==> src/design/cramer_solver_4x4_core_assert.svh <==
// Assertion macros shared by the solver modules
`ifndef CRAMER_SOLVER_4X4_CORE_ASSERT_SVH
`define CRAMER_SOLVER_4X4_CORE_ASSERT_SVH
`ifndef SYNTHESIS
`define CS_ASSERT_IMP(label, clk, rst_n, a, c) \
    label: assert property (@(posedge clk) disable iff (!rst_n) (a) |-> (c)) \
        else $error("assertion failed");
`define CS_ASSERT_NEXT(label, clk, rst_n, a, c) \
    label: assert property (@(posedge clk) disable iff (!rst_n) (a) |=> (c)) \
        else $error("assertion failed");
`else
`define CS_ASSERT_IMP(label, clk, rst_n, a, c)
`define CS_ASSERT_NEXT(label, clk, rst_n, a, c)
`endif
`endif

==> src/design/cs4_pkg.sv <==
package cs4_pkg;

    localparam int ORDER     = 4;
    localparam int ROW_LEN   = ORDER + 1;
    localparam int COEF_BITS = 12;
    localparam int FRAC_BITS = 16;
    localparam int X_BITS    = 48;
    localparam int DET_BITS  = 50;
    // numerator magnitude after fraction shift
    localparam int DIV_BITS  = DET_BITS + FRAC_BITS;
    localparam int DIV_STEPS = DIV_BITS;

    typedef enum logic [0:0] {
        CMD_LOAD  = 1'b0,
        CMD_SOLVE = 1'b1
    } cmd_t;

    // controller to datapath
    typedef struct packed {
        logic       mac_clear;  // clear accumulator, start term walk
        logic       mac_step;   // one product term accumulate
        logic [2:0] swap;       // replaced column, 4 = none
        logic       save_det;   // latch main determinant
        logic       div_start;
        logic       div_step;
    } dp_cmd_t;

    // datapath to controller
    typedef struct packed {
        logic mac_last;   // current step is the final term
        logic det_zero;
        logic div_last;
    } dp_sts_t;

endpackage

==> src/design/cramer_solver_4x4_core.sv <==
// Cramer's rule solver for a 4x4 integer system. Load beats (cmd 0) write one
// coefficient each, a column above 4 being ignored. A solve beat (cmd 1)
// evaluates five determinants, each a 24-term sum walked one term per cycle
// through a shared two-stage multiplier, then four fixed-point divides on a
// restoring divider at one quotient bit per cycle, so a full solve holds input
// off until its last result is handed over; a singular matrix ends after the
// first determinant. Results leave through an output register, and a stalled
// output extends the solve.
module cramer_solver_4x4_core
(
    input  logic               clk,
    input  logic               rst_n,
    input  logic               in_valid,
    output logic               in_ready,
    input  logic [0:0]         cmd,
    input  logic [1:0]         row,
    input  logic [2:0]         column,
    input  logic signed [11:0] coefficient,
    output logic               out_valid,
    input  logic               out_ready,
    output logic [1:0]         unknown_index,
    output logic signed [47:0] x_value,
    output logic               saturated,
    output logic               singular,
    output logic               last
);
    import cs4_pkg::*;

    dp_cmd_t    dcmd;
    dp_sts_t    dsts;
    logic       in_fire;
    logic       res_load, res_sing, res_last;
    logic [1:0] res_idx;
    logic [47:0] dp_x;
    logic       dp_sat;
    logic       out_taken;

    assign in_fire   = in_valid && in_ready;
    assign out_taken = out_valid && out_ready;

    cs4_ctrl u_ctrl
    (
        .clk       (clk),
        .rst_n     (rst_n),
        .in_fire   (in_fire),
        .in_solve  (cmd == CMD_SOLVE),
        .in_ready  (in_ready),
        .sts       (dsts),
        .cmd       (dcmd),
        .out_taken (out_taken),
        .res_load  (res_load),
        .res_sing  (res_sing),
        .res_idx   (res_idx),
        .res_last  (res_last),
        .res_busy  (out_valid && !out_ready)
    );

    cs4_datapath u_dp
    (
        .clk      (clk),
        .rst_n    (rst_n),
        .load_en  (in_fire && (cmd == CMD_LOAD)),
        .load_row (row),
        .load_col (column),
        .load_val (coefficient),
        .cmd      (dcmd),
        .sts      (dsts),
        .x_value  (dp_x),
        .x_sat    (dp_sat)
    );

    // output register
    always_ff @(posedge clk or negedge rst_n)
    begin
        if (!rst_n)
        begin
            out_valid <= 1'b0;
        end
        else if (res_load)
        begin
            out_valid <= 1'b1;
        end
        else if (out_ready)
        begin
            out_valid <= 1'b0;
        end
    end

    always_ff @(posedge clk)
    begin
        if (res_load)
        begin
            unknown_index <= res_idx;
            x_value       <= res_sing ? '0 : dp_x;
            saturated     <= res_sing ? 1'b0 : dp_sat;
            singular      <= res_sing;
            last          <= res_last;
        end
    end

endmodule

==> src/design/cs4_datapath.sv <==
// Determinant and division datapath
module cs4_datapath
(
    input  logic                        clk,
    input  logic                        rst_n,
    input  logic                        load_en,
    input  logic [1:0]                  load_row,
    input  logic [2:0]                  load_col,
    input  logic signed [11:0]          load_val,
    input  cs4_pkg::dp_cmd_t            cmd,
    output cs4_pkg::dp_sts_t            sts,
    output logic [47:0]                 x_value,
    output logic                        x_sat
);
    import cs4_pkg::*;
    `include "cramer_solver_4x4_core_assert.svh"

    localparam int NTERMS = 24;

    // 20 entries, each read at fixed places: flops with async clear
    logic signed [COEF_BITS-1:0] store_reg [ORDER*ROW_LEN];

    always_ff @(posedge clk or negedge rst_n)
    begin
        if (!rst_n)
        begin
            for (int i = 0; i < ORDER*ROW_LEN; i++)
            begin
                store_reg[i] <= '0;
            end
        end
        else if (load_en && (load_col <= 3'(ORDER)))
        begin
            store_reg[5'(load_row) * 5'(ROW_LEN) + 5'(load_col)] <= load_val;
        end
    end

    // permutation table: the 24 terms of the Leibniz expansion
    function automatic logic [1:0] perm_col(input logic [4:0] t, input logic [1:0] r);
        logic [7:0] p;
        begin
            unique case (t)
                5'd0:  p = {2'd0, 2'd1, 2'd2, 2'd3};
                5'd1:  p = {2'd0, 2'd1, 2'd3, 2'd2};
                5'd2:  p = {2'd0, 2'd2, 2'd1, 2'd3};
                5'd3:  p = {2'd0, 2'd2, 2'd3, 2'd1};
                5'd4:  p = {2'd0, 2'd3, 2'd1, 2'd2};
                5'd5:  p = {2'd0, 2'd3, 2'd2, 2'd1};
                5'd6:  p = {2'd1, 2'd0, 2'd2, 2'd3};
                5'd7:  p = {2'd1, 2'd0, 2'd3, 2'd2};
                5'd8:  p = {2'd1, 2'd2, 2'd0, 2'd3};
                5'd9:  p = {2'd1, 2'd2, 2'd3, 2'd0};
                5'd10: p = {2'd1, 2'd3, 2'd0, 2'd2};
                5'd11: p = {2'd1, 2'd3, 2'd2, 2'd0};
                5'd12: p = {2'd2, 2'd0, 2'd1, 2'd3};
                5'd13: p = {2'd2, 2'd0, 2'd3, 2'd1};
                5'd14: p = {2'd2, 2'd1, 2'd0, 2'd3};
                5'd15: p = {2'd2, 2'd1, 2'd3, 2'd0};
                5'd16: p = {2'd2, 2'd3, 2'd0, 2'd1};
                5'd17: p = {2'd2, 2'd3, 2'd1, 2'd0};
                5'd18: p = {2'd3, 2'd0, 2'd1, 2'd2};
                5'd19: p = {2'd3, 2'd0, 2'd2, 2'd1};
                5'd20: p = {2'd3, 2'd1, 2'd0, 2'd2};
                5'd21: p = {2'd3, 2'd1, 2'd2, 2'd0};
                5'd22: p = {2'd3, 2'd2, 2'd0, 2'd1};
                5'd23: p = {2'd3, 2'd2, 2'd1, 2'd0};
                default: p = '0;
            endcase
            perm_col = p[7 - 2*int'(r) -: 2];
        end
    endfunction

    // odd permutations in table order
    localparam logic [NTERMS-1:0] ODD = 24'b0110_0110_0110_0110_0110_0110;

    logic [4:0]  term_reg;
    logic signed [DET_BITS-1:0] acc_reg;
    logic signed [DET_BITS-1:0] det_reg;
    logic signed [2*COEF_BITS-1:0] p01_reg, p23_reg;
    logic        pv_reg, psign_reg;
    logic signed [4*COEF_BITS-1:0] prod;

    // operand select through the permutation
    function automatic logic signed [COEF_BITS-1:0] pick(
        input logic [1:0] r, input logic [1:0] c, input logic [2:0] sw,
        input logic signed [COEF_BITS-1:0] st [ORDER*ROW_LEN]);
        logic [2:0] cc;
        begin
            cc = ({1'b0, c} == sw) ? 3'(ORDER) : {1'b0, c};
            pick = st[5'(r) * 5'(ROW_LEN) + 5'(cc)];
        end
    endfunction

    // stage one: two narrow products; stage two: their product into the sum
    assign prod = p01_reg * p23_reg;

    always_ff @(posedge clk or negedge rst_n)
    begin
        if (!rst_n)
        begin
            term_reg <= '0;
            pv_reg   <= 1'b0;
            acc_reg  <= '0;
            det_reg  <= '0;
        end
        else
        begin
            pv_reg <= cmd.mac_step;
            if (cmd.mac_clear)
            begin
                term_reg <= '0;
                acc_reg  <= '0;
            end
            else
            begin
                if (cmd.mac_step)
                begin
                    term_reg <= term_reg + 5'd1;
                end
                if (pv_reg)
                begin
                    acc_reg <= psign_reg ? acc_reg - DET_BITS'(prod)
                                         : acc_reg + DET_BITS'(prod);
                end
            end
            if (cmd.save_det)
            begin
                det_reg <= acc_reg;
            end
        end
    end

    always_ff @(posedge clk)
    begin
        p01_reg   <= pick(2'd0, perm_col(term_reg, 2'd0), cmd.swap, store_reg)
                   * pick(2'd1, perm_col(term_reg, 2'd1), cmd.swap, store_reg);
        p23_reg   <= pick(2'd2, perm_col(term_reg, 2'd2), cmd.swap, store_reg)
                   * pick(2'd3, perm_col(term_reg, 2'd3), cmd.swap, store_reg);
        psign_reg <= ODD[term_reg];
    end

    assign sts.mac_last = (term_reg == 5'(NTERMS - 1));
    assign sts.det_zero = (acc_reg == '0);

    // restoring divider, one quotient bit per cycle
    logic [DIV_BITS-1:0] num_reg;
    logic [DET_BITS-1:0] den_reg;
    logic [DET_BITS:0]   rem_reg;
    logic [DIV_BITS-1:0] quo_reg;
    logic [6:0]          dcnt_reg;
    logic                neg_reg;
    logic [DET_BITS:0]   rem_sh;
    logic [DET_BITS:0]   rem_sub;

    assign rem_sh  = {rem_reg[DET_BITS-1:0], num_reg[DIV_BITS-1]};
    assign rem_sub = rem_sh - {1'b0, den_reg};

    always_ff @(posedge clk or negedge rst_n)
    begin
        if (!rst_n)
        begin
            dcnt_reg <= '0;
        end
        else if (cmd.div_start)
        begin
            dcnt_reg <= '0;
        end
        else if (cmd.div_step)
        begin
            dcnt_reg <= dcnt_reg + 7'd1;
        end
    end

    always_ff @(posedge clk)
    begin
        if (cmd.div_start)
        begin
            num_reg <= {(acc_reg[DET_BITS-1] ? -acc_reg : acc_reg), {FRAC_BITS{1'b0}}};
            den_reg <= det_reg[DET_BITS-1] ? -det_reg : det_reg;
            neg_reg <= acc_reg[DET_BITS-1] ^ det_reg[DET_BITS-1];
            rem_reg <= '0;
            quo_reg <= '0;
        end
        else if (cmd.div_step)
        begin
            num_reg <= {num_reg[DIV_BITS-2:0], 1'b0};
            if (!rem_sub[DET_BITS])
            begin
                rem_reg <= rem_sub;
                quo_reg <= {quo_reg[DIV_BITS-2:0], 1'b1};
            end
            else
            begin
                rem_reg <= rem_sh;
                quo_reg <= {quo_reg[DIV_BITS-2:0], 1'b0};
            end
        end
    end

    assign sts.div_last = (dcnt_reg == 7'(DIV_STEPS - 1));

    // sign and saturation
    localparam logic [DIV_BITS-1:0] POS_LIM = DIV_BITS'((66'd1 << (X_BITS-1)) - 66'd1);
    localparam logic [DIV_BITS-1:0] NEG_LIM = DIV_BITS'(66'd1 << (X_BITS-1));

    always_comb
    begin
        if (neg_reg)
        begin
            x_sat   = (quo_reg > NEG_LIM);
            x_value = x_sat ? NEG_LIM[X_BITS-1:0] : X_BITS'(-quo_reg);
        end
        else
        begin
            x_sat   = (quo_reg > POS_LIM);
            x_value = x_sat ? POS_LIM[X_BITS-1:0] : quo_reg[X_BITS-1:0];
        end
    end

    `CS_ASSERT_IMP(a_no_mix, clk, rst_n, cmd.mac_step, !cmd.div_step)
    `CS_ASSERT_NEXT(a_term_clr, clk, rst_n, cmd.mac_clear, term_reg == '0)
    `CS_ASSERT_NEXT(a_div_clr, clk, rst_n, cmd.div_start, dcnt_reg == '0)

endmodule

==> src/design/cs4_ctrl.sv <==
// Solve sequencer
module cs4_ctrl
(
    input  logic             clk,
    input  logic             rst_n,
    input  logic             in_fire,
    input  logic             in_solve,
    output logic             in_ready,
    input  cs4_pkg::dp_sts_t sts,
    output cs4_pkg::dp_cmd_t cmd,
    input  logic             out_taken,
    output logic             res_load,
    output logic             res_sing,
    output logic [1:0]       res_idx,
    output logic             res_last,
    input  logic             res_busy
);
    import cs4_pkg::*;
    `include "cramer_solver_4x4_core_assert.svh"

    typedef enum logic [6:0] {
        S_IDLE  = 7'b0000001,
        S_MAC   = 7'b0000010,
        S_DRAIN = 7'b0000100,
        S_CHECK = 7'b0001000,
        S_DIV   = 7'b0010000,
        S_EMIT  = 7'b0100000,
        S_NEXT  = 7'b1000000
    } state_t;

    state_t state_reg, state_next;
    logic [2:0] swap_reg, swap_next;

    assign in_ready = (state_reg == S_IDLE);

    always_comb
    begin
        state_next    = state_reg;
        swap_next     = swap_reg;
        cmd           = '0;
        cmd.swap      = swap_reg;
        res_load      = 1'b0;
        res_sing      = 1'b0;
        res_idx       = swap_reg[1:0];
        res_last      = (swap_reg == 3'(ORDER - 1));
        unique case (state_reg)
            S_IDLE:
            begin
                if (in_fire && in_solve)
                begin
                    swap_next     = 3'(ORDER);
                    cmd.mac_clear = 1'b1;
                    state_next    = S_MAC;
                end
            end
            S_MAC:
            begin
                cmd.mac_step = 1'b1;
                if (sts.mac_last)
                begin
                    state_next = S_DRAIN;
                end
            end
            S_DRAIN:
            begin
                state_next = S_CHECK;
            end
            S_CHECK:
            begin
                if (swap_reg == 3'(ORDER))
                begin
                    cmd.save_det = 1'b1;
                    if (sts.det_zero)
                    begin
                        if (!res_busy)
                        begin
                            res_load   = 1'b1;
                            res_sing   = 1'b1;
                            res_idx    = 2'd0;
                            res_last   = 1'b1;
                            state_next = S_IDLE;
                        end
                    end
                    else
                    begin
                        swap_next     = 3'd0;
                        state_next    = S_NEXT;
                    end
                end
                else
                begin
                    cmd.div_start = 1'b1;
                    state_next    = S_DIV;
                end
            end
            S_NEXT:
            begin
                cmd.mac_clear = 1'b1;
                state_next    = S_MAC;
            end
            S_DIV:
            begin
                cmd.div_step = 1'b1;
                if (sts.div_last)
                begin
                    state_next = S_EMIT;
                end
            end
            S_EMIT:
            begin
                if (!res_busy)
                begin
                    res_load = 1'b1;
                    if (swap_reg == 3'(ORDER - 1))
                    begin
                        state_next = S_IDLE;
                    end
                    else
                    begin
                        swap_next  = swap_reg + 3'd1;
                        state_next = S_NEXT;
                    end
                end
            end
            default:
            begin
                state_next = S_IDLE;
            end
        endcase
    end

    always_ff @(posedge clk or negedge rst_n)
    begin
        if (!rst_n)
        begin
            state_reg <= S_IDLE;
            swap_reg  <= 3'(ORDER);
        end
        else
        begin
            state_reg <= state_next;
            swap_reg  <= swap_next;
        end
    end

    `CS_ASSERT_IMP(a_onehot, clk, rst_n, 1'b1, $onehot(state_reg))
    `CS_ASSERT_IMP(a_ready, clk, rst_n, in_ready, state_reg == S_IDLE)
    `CS_ASSERT_IMP(a_load_ok, clk, rst_n, res_load, !res_busy || out_taken)

endmodule

==> config.mk <==
export PLATFORM = sky130hd
export DESIGN_NAME = cramer_solver_4x4_core
export DESIGN_NICKNAME = d
export VERILOG_FILES = /design/src/design/cs4_pkg.sv /design/src/design/cramer_solver_4x4_core.sv /design/src/design/cs4_datapath.sv /design/src/design/cs4_ctrl.sv
export VERILOG_INCLUDE_DIRS = /design/src /design/src/design
export SDC_FILE = /design/constraint.sdc
export NUM_CORES = 2
export LEC_CHECK = 0
export BUFFER_PORTS_ARGS = -buffer_cell sky130_fd_sc_hd__buf_2
export CORE_ASPECT_RATIO = 1.5
export CORE_MARGIN = 2
export CORE_UTILIZATION = 60
export DETAILED_ROUTE_END_ITERATION = 6
export GPL_ROUTABILITY_DRIVEN = 0
export PLACE_DENSITY = 0.76
export SKIP_LAST_GASP = 1
export SLEW_MARGIN = 0
export SYNTH_ARGS = -nofsm -noshare
export SYNTH_HDL_FRONTEND = slang
export SYNTH_SLANG_ARGS = --single-unit
==> constraint.sdc <==
create_clock -name clk -period 11.75 [get_ports clk]
set_input_delay 1.7625 -clock clk [delete_from_list [all_inputs] [get_ports clk]]
set_output_delay 1.7625 -clock clk [all_outputs]
set_load 0.005 [all_outputs]
# Yosys cells after proc, flatten, opt, wreduce, memory -nomap -nowiden
# Memories as Yosys holds them, arrays and structs flattened. A register that Yosys moved wholly into a read port is not among the register bits.
# Index checks and enable logic that the tools add are counted.
dict set report op_classes {
  n_reduce_logical 15
  bitwise_logic 7
  n_lt_le_gt_ge 9
  n_eq_ne 23
  n_mul 4
  mux 73
  n_addsub 13
}
# cell count
set ops {}
lappend ops {{two-way mux 50 bit} 5}
lappend ops {{binary-select mux 12 bit (select 5 bit)} 4}
lappend ops {{bitwise mux 240 bit} 1}
lappend ops {{two-way mux 48 bit} 3}
lappend ops {{two-way mux 66 bit} 2}
lappend ops {{two-way mux 12 bit} 9}
lappend ops {{negation 50 bit} 2}
lappend ops {{two-way mux 7 bit} 10}
lappend ops {{> comparator 66 x 47 -> 1 bit, second input constant} 1}
lappend ops {{> comparator 66 x 48 -> 1 bit, second input constant} 1}
lappend ops {{demux 12 bit (select 5 bit)} 1}
lappend ops {{subtractor 51 x 50 -> 51 bit} 1}
lappend ops {{adder 50 x 48 -> 50 bit} 1}
lappend ops {{logical NOT 50 bit} 1}
lappend ops {{subtractor 50 x 48 -> 50 bit} 1}
lappend ops {{two-way mux 49 bit} 1}
lappend ops {{case mux 7 bit (7 select lines)} 1}
lappend ops {{multiplier 12 x 12 -> 24 bit} 2}
lappend ops {{multiplier 24 x 24 -> 48 bit} 1}
lappend ops {{negation 48 bit} 1}
lappend ops {{>= comparator 6 bit, second input constant} 5}
lappend ops {{two-way mux 3 bit} 9}
lappend ops {{inverter 5 -> 6 bit} 4}
lappend ops {{two-way mux 1 bit} 17}
lappend ops {{36 further kinds} 60}
dict set report word_totals {
  rom_bits 1056
  out_inout_bits 55
  word_cells 190
  in_bits 22
  memories 5
  reg_bits 682
}
# name depth width read_ports rd_clocked_by_memory_dff wr line
set mem_list {}
lappend mem_list {{(no name shown)} 32 8 1 0 0 cs4_datapath.sv:42} ;# unique case (t)
lappend mem_list {{(no name shown)} 32 8 1 0 0 cs4_datapath.sv:42}
lappend mem_list {{(no name shown)} 32 8 1 0 0 cs4_datapath.sv:42}
lappend mem_list {{(no name shown)} 32 8 1 0 0 cs4_datapath.sv:42}
lappend mem_list {{(no name shown)} 32 1 1 1 0 cs4_datapath.sv:139} ;# psign_reg <= ODD[term_reg];

# Logic depth before layout (Yosys ltp)
# An unclocked memory read counts as a cell.
dict set report depth {
  ltp_word 9
  ltp_mapped 46
  ltp_nobuf 41
}

# Cells and area by module
# From an unflattened synthesis, not the netlist that was laid out.
dict set report hier_totals {
  hier_cells 7278
  area_unflattened_um2 72208.0
}
# module cells_each area_each_um2 instances
set by_module_without_submodules {}
lappend by_module_without_submodules {cs4_datapath 7082 69431.6 1}
lappend by_module_without_submodules {cramer_solver_4x4_core 113 1991.9 1}
lappend by_module_without_submodules {cs4_ctrl 83 784.5 1}

# Worst setup path after synthesis
# OpenSTA, ideal clock, no wires.
dict set report synth_path {
  path_kind {register to register}
  from {register u_dp.term_reg[0]}
  to {register u_dp.p23_reg[23]}
  setup_ps 72
  arrival_ps 10779
  setup_slack_ps 899
  n_path_buf 8
  stages_incl_launch_ff 44
  synth_period_minus_slack_ps 10851
  path_cell_list {dfrtp_1 > inv_1 > ha_1 > nor2_1 > a21oi_1 > o21ai_0 > o21ai_0 > a31oi_1 > clkbuf_1 > buf_2 > buf_2 > inv_1 > ha_1 > clkbuf_1 > buf_1 > clkbuf_1 > clkbuf_1 > mux4_2 > [8 not listed] > inv_1 > fa_1 > fa_1 > fa_1 > inv_1 > ha_1 > nor2b_1 > o21ai_0 > a21boi_0 > o21ai_0 > a21boi_0 > o21a_1 > o21a_1 > o31a_1 > o41a_1 > a41o_1 > o41ai_1 > xnor2_1}
}
dict set report synth_between {
  elab_chain_cells 9
  elab_cells_between_ends 17
  cone_classes {2 x add/sub; 1 x mul; 2 x eq/ne; 8 x mux; 2 x bitwise; 2 x memory}
}
# element line
set synth_rtl {}
lappend synth_rtl {{from (decl)} cs4_datapath.sv:76} ;# logic [4:0] term_reg;
lappend synth_rtl {{from (signal assigned)} cs4_datapath.sv:118} ;# term_reg <= term_reg + 5'd1;
lappend synth_rtl {{memory (32 x 8 bit)} --}
lappend synth_rtl {{== test 2 x 3 -> 1 bit} cs4_datapath.sv:89} ;# cc = ({1'b0, c} == sw) ? 3'(ORDER) : {1'b0, c};
lappend synth_rtl {{two-way mux 3 bit} cs4_datapath.sv:89}
lappend synth_rtl {{adder 4 x 3 -> 5 bit} cs4_datapath.sv:90} ;# pick = st[5'(r) * 5'(ROW_LEN) + 5'(cc)];
lappend synth_rtl {{inverter 5 -> 6 bit (implied by the code)} cs4_datapath.sv:90}
lappend synth_rtl {{binary-select mux 12 bit (select 5 bit)} cs4_datapath.sv:90}
lappend synth_rtl {{two-way mux 12 bit (implied by the code) (2 in series)} cs4_datapath.sv:90}
lappend synth_rtl {{multiplier 12 x 12 -> 24 bit *} cs4_datapath.sv:138} ;# * pick(2'd3, perm_col(term_reg, 2'd3), cmd.swap, store_reg);
lappend synth_rtl {{to (signal assigned)} cs4_datapath.sv:137} ;# p23_reg <= pick(2'd2, perm_col(term_reg, 2'd2), cmd.swap, store_reg)
lappend synth_rtl {{to (decl)} cs4_datapath.sv:79} ;# logic signed [2*COEF_BITS-1:0] p01_reg, p23_reg;
# Mark *: on every way between the ends. The rest lies on a longest branch, timed or not. The select of a mux whose other input is x is not followed.
# A chain may end at the register's enable or synchronous reset.

# Final worst setup path
dict set report layout_path {
  from {register u_dp.p23_reg[14]}
  to {register u_dp.acc_reg[42]}
}
dict set report layout_between {
  elab_chain_cells 5
  elab_cells_between_ends 6
  cone_classes {2 x add/sub; 1 x mul; 3 x mux}
}
# element line
set layout_rtl {}
lappend layout_rtl {{multiplier 24 x 24 -> 48 bit *} cs4_datapath.sv:95} ;# assign prod = p01_reg * p23_reg;
lappend layout_rtl {{adder 50 x 48 -> 50 bit or subtractor 50 x 48 -> 50 bit (tied branches)} {cs4_datapath.sv:123, cs4_datapath.sv:122}}
lappend layout_rtl {{two-way mux 50 bit *} cs4_datapath.sv:122} ;# acc_reg <= psign_reg ? acc_reg - DET_BITS'(prod)
lappend layout_rtl {{two-way mux 50 bit *} cs4_datapath.sv:120} ;# if (pv_reg)
lappend layout_rtl {{two-way mux 50 bit *} cs4_datapath.sv:109} ;# if (cmd.mac_clear)
lappend layout_rtl {{to (signal assigned)} cs4_datapath.sv:122}
lappend layout_rtl {{to (decl)} cs4_datapath.sv:77} ;# logic signed [DET_BITS-1:0] acc_reg;
# Marked as above.

==> qor.txt <==
cell family with most CP delay -> adder cells
clock power share -> 49.0%
CP Class -> register to register
number of port buffers -> 76
first-pass GRT wire length -> 298 mm
status -> completed
largest net degree at the start of global routing -> 114
top cell type's share of synthesized area -> 24.7%
Clock Latency Late Sink -> 0.70 ns
Gate Count Post-Synth -> 7,331
net switching fraction of the power -> 22.1%
initial antenna violation count -> 2
most frequent cells after synthesis -> inv_1 (1,064), fa_1 (887), nand2_1 (680)
RSZ-0062 raised after global routing -> false
Syn. warnings -> 0
GRT overflow -> 0
CP peak stage delay -> 0.62 ns
drc violations -> 0
critical path's most frequent cell -> fa_1
Seq/Total Area, Yosys -> 23.7%
Slew Limit Fails -> 0
Final Worst Setup Slack -> 0.590 ns
Yosys reg bits -> 683
internal cell power -> 3.77 mW
Primary FF master, synth -> dfrtp_1
Starting Density -> 60.5%
Avg Synthesized Cell Area -> 9.81 sq um
Placed Instance Area -> 73,900 sq um
crit path max fanout -> 18
Yosys top cell by area -> fa_1
Max VDD drop -> 137 uV
WP buf/inv -> 5
final setup vio count -> 0
Die Ht -> 428 um
CTS Root Cell -> clkbuf_16
n_diodes -> 0
post-CTS sizing -> 1
pre-CTS setup slack -> -0.00164 ns
CORE AREA -> 119,000 sq um
Hold Path Depth -> 2
Sum Neg Setup Slack -> 0 ns
Flop pwr share -> 49.8%
Final min period -> 11.16 ns
Gate power share -> 1.2%
max-cap viol count -> 0
vias in the first global route -> 57,200
Arrival @ worst endpoint -> 11.70 ns
WP data required -> 12.29 ns
Multi-input gate area -> 49,500 sq um
Synth cell types -> 88
Post-CTS Setup Repair Bufs -> 0
Core Rows -> 155
relative slew slack -> 20.0%
boundary pin count -> 77
slowest CP cell -> a21oi_1
final hold violations -> 0
reg2reg path depth -> 36
DRT antenna net count -> 0
Leak -> 35.2 nW
Worst Setup End Kind -> register
fin area -> 76,400 sq um
stages on the worst setup path -> 36
sequential cell area -> 17,000 sq um
most common cell in the netlist -> inv_1
DP Wirelength -> 142 mm
Die ar. -> 123,000 sq um
drt total wl -> 184 mm
PwrDens -> 63.3 nW/um^2
layout cell share with drive strength beyond 1 -> 12.8%
number of fillers in the final layout -> 9,362
Sw Pwr -> 1.07 mW
Sink Count -> 683
CTS tree -> built
GRT Overall Usage -> 30.7%
Vias/cell -> 6.08
Final Skew -> 0.0339 ns
DRT Pass-1 Iters -> 7
WL/cell -> 20.7 um
H-tree depth reported by CTS -> 3
worst hold-check path type -> register to register
final worst path period share -> 95.0%
Die Wd -> 287 um
total CTS buffers -> 73
Synthesized Nets -> 8,602
via count -> 53,800
Achievable Freq -> 89.6 MHz
nets -> 8,501
type of origin of the critical path -> register
clk slew on worst S/H paths -> 0.06 ns
CTS max path bufs -> 3
synthesized area -> 71,900 sq um
Post-synth EDFFs -> 154
dominant cells by area after synthesis -> fa_1 (25%), dfrtp_1 (13%), edfxtp_1 (6.4%)
# hold bufs at CTS -> 0
asr flop ratio synth -> 53.3%
area grow syn2layout -> 6.24%
Slew @ Worst Pin -> 1.20 ns
Largest register FFs -> 240
Iter 0 DRT Violations -> 3,537
stage by stage:
stage	instances	hold slack (ns)	utilization (%)	power, mW
floorplan	7331	0.443	-	2.48
global placement	8725	0.458	62.2	2.51
detailed placement	8725	0.461	62.2	2.51
CTS	8856	0.491	64.2	4.87
global route	8856	0.502	64.2	4.97
finish	8856	0.487	64.2	4.84
per-layer routing:
metal | global-route usage [%] | wire [um] | vias up | share of wire, %
li1 | - | - | 24000 | -
met1 | 33.2 | 63800 | 27000 | 35
met2 | 54.9 | 95100 | 2102 | 52
met3 | 5.57 | 11500 | 739 | 6.3
met4 | 19.4 | 13100 | 2 | 7.1
met5 | 0 | 13 | - | 0.0071
path summary, 6_finish.rpt:
kind	startpoint	endpoint	slack (ns)
min in group asynchronous	rst_n	u_dp.store_reg[3]	1.13
min	u_dp.rem_reg[3]	u_dp.rem_reg[3]	0.49
max	u_dp.p23_reg[14]	u_dp.acc_reg[42]	0.59
min reg2reg	u_dp.rem_reg[3]	u_dp.rem_reg[3]	0.49
max reg2reg	u_dp.p23_reg[14]	u_dp.acc_reg[42]	0.59
max in group asynchronous	rst_n	u_ctrl.state_reg[2]	8.35
final cells by class:
| class | count | area share (%) |
|---|---|---|
| sequential | 683 | 22.3 |
| timing repair buffer | 210 | 1.84 |
| multi-input combinational | 5194 | 64.8 |
| clock buffer | 102 | 2.75 |
| tap | 1570 | 2.57 |
| clock inverter | 29 | 0.421 |
| inverter | 1068 | 5.25 |
placed cells by master, fill, tap and decap left out, types with 95 or more instances in the layout:
cell type,n
fa_1,887
xor2_1,112
xnor2_1,226
a21oi_1,251
and2_1,338
mux4_2,123
dfxtp_1,158
mux2_2,305
edfxtp_1,154
o21ai_0,276
or2_2,112
nor3_1,95
ha_1,360
inv_1,1063
nand2_1,680
mux2i_1,96
nor2_1,351
buf_4,133
dfrtp_1,361
power groups by stage:
| stage | Combinational, mW | Sequential (mW) | Clock (mW) |
|---|---|---|---|
| finish | 0.0574 | 2.41 | 2.37 |
| global route | 0.0663 | 2.41 | 2.50 |
| CTS | 0.0586 | 2.41 | 2.40 |
| detailed placement | 0.0584 | 2.45 | 0 |
| global placement | 0.0569 | 2.45 | 0 |
| floorplan | 0.0201 | 2.46 | 0 |
logic make-up (layout without fill, tap and decap cells):
logic type | Yosys count | count (layout) | synth area share (%)
simple gates | 1989 | 1989 | 13.7
buf+inv | 1454 | 1409 | 7.60
fa+ha+maj | 1249 | 1249 | 31.0
compound gates | 1094 | 1094 | 9.94
flops | 683 | 683 | 23.7
mux | 524 | 524 | 9.97
xor+xnor | 338 | 338 | 4.12
tightest hold or removal path: stages, from the launching register on:
cell	delay, ns
dfxtp_1	0.32
nand2_1	0.05
o21ai_0	0.06
No activity file was read; power rests on OpenSTA's default activity.
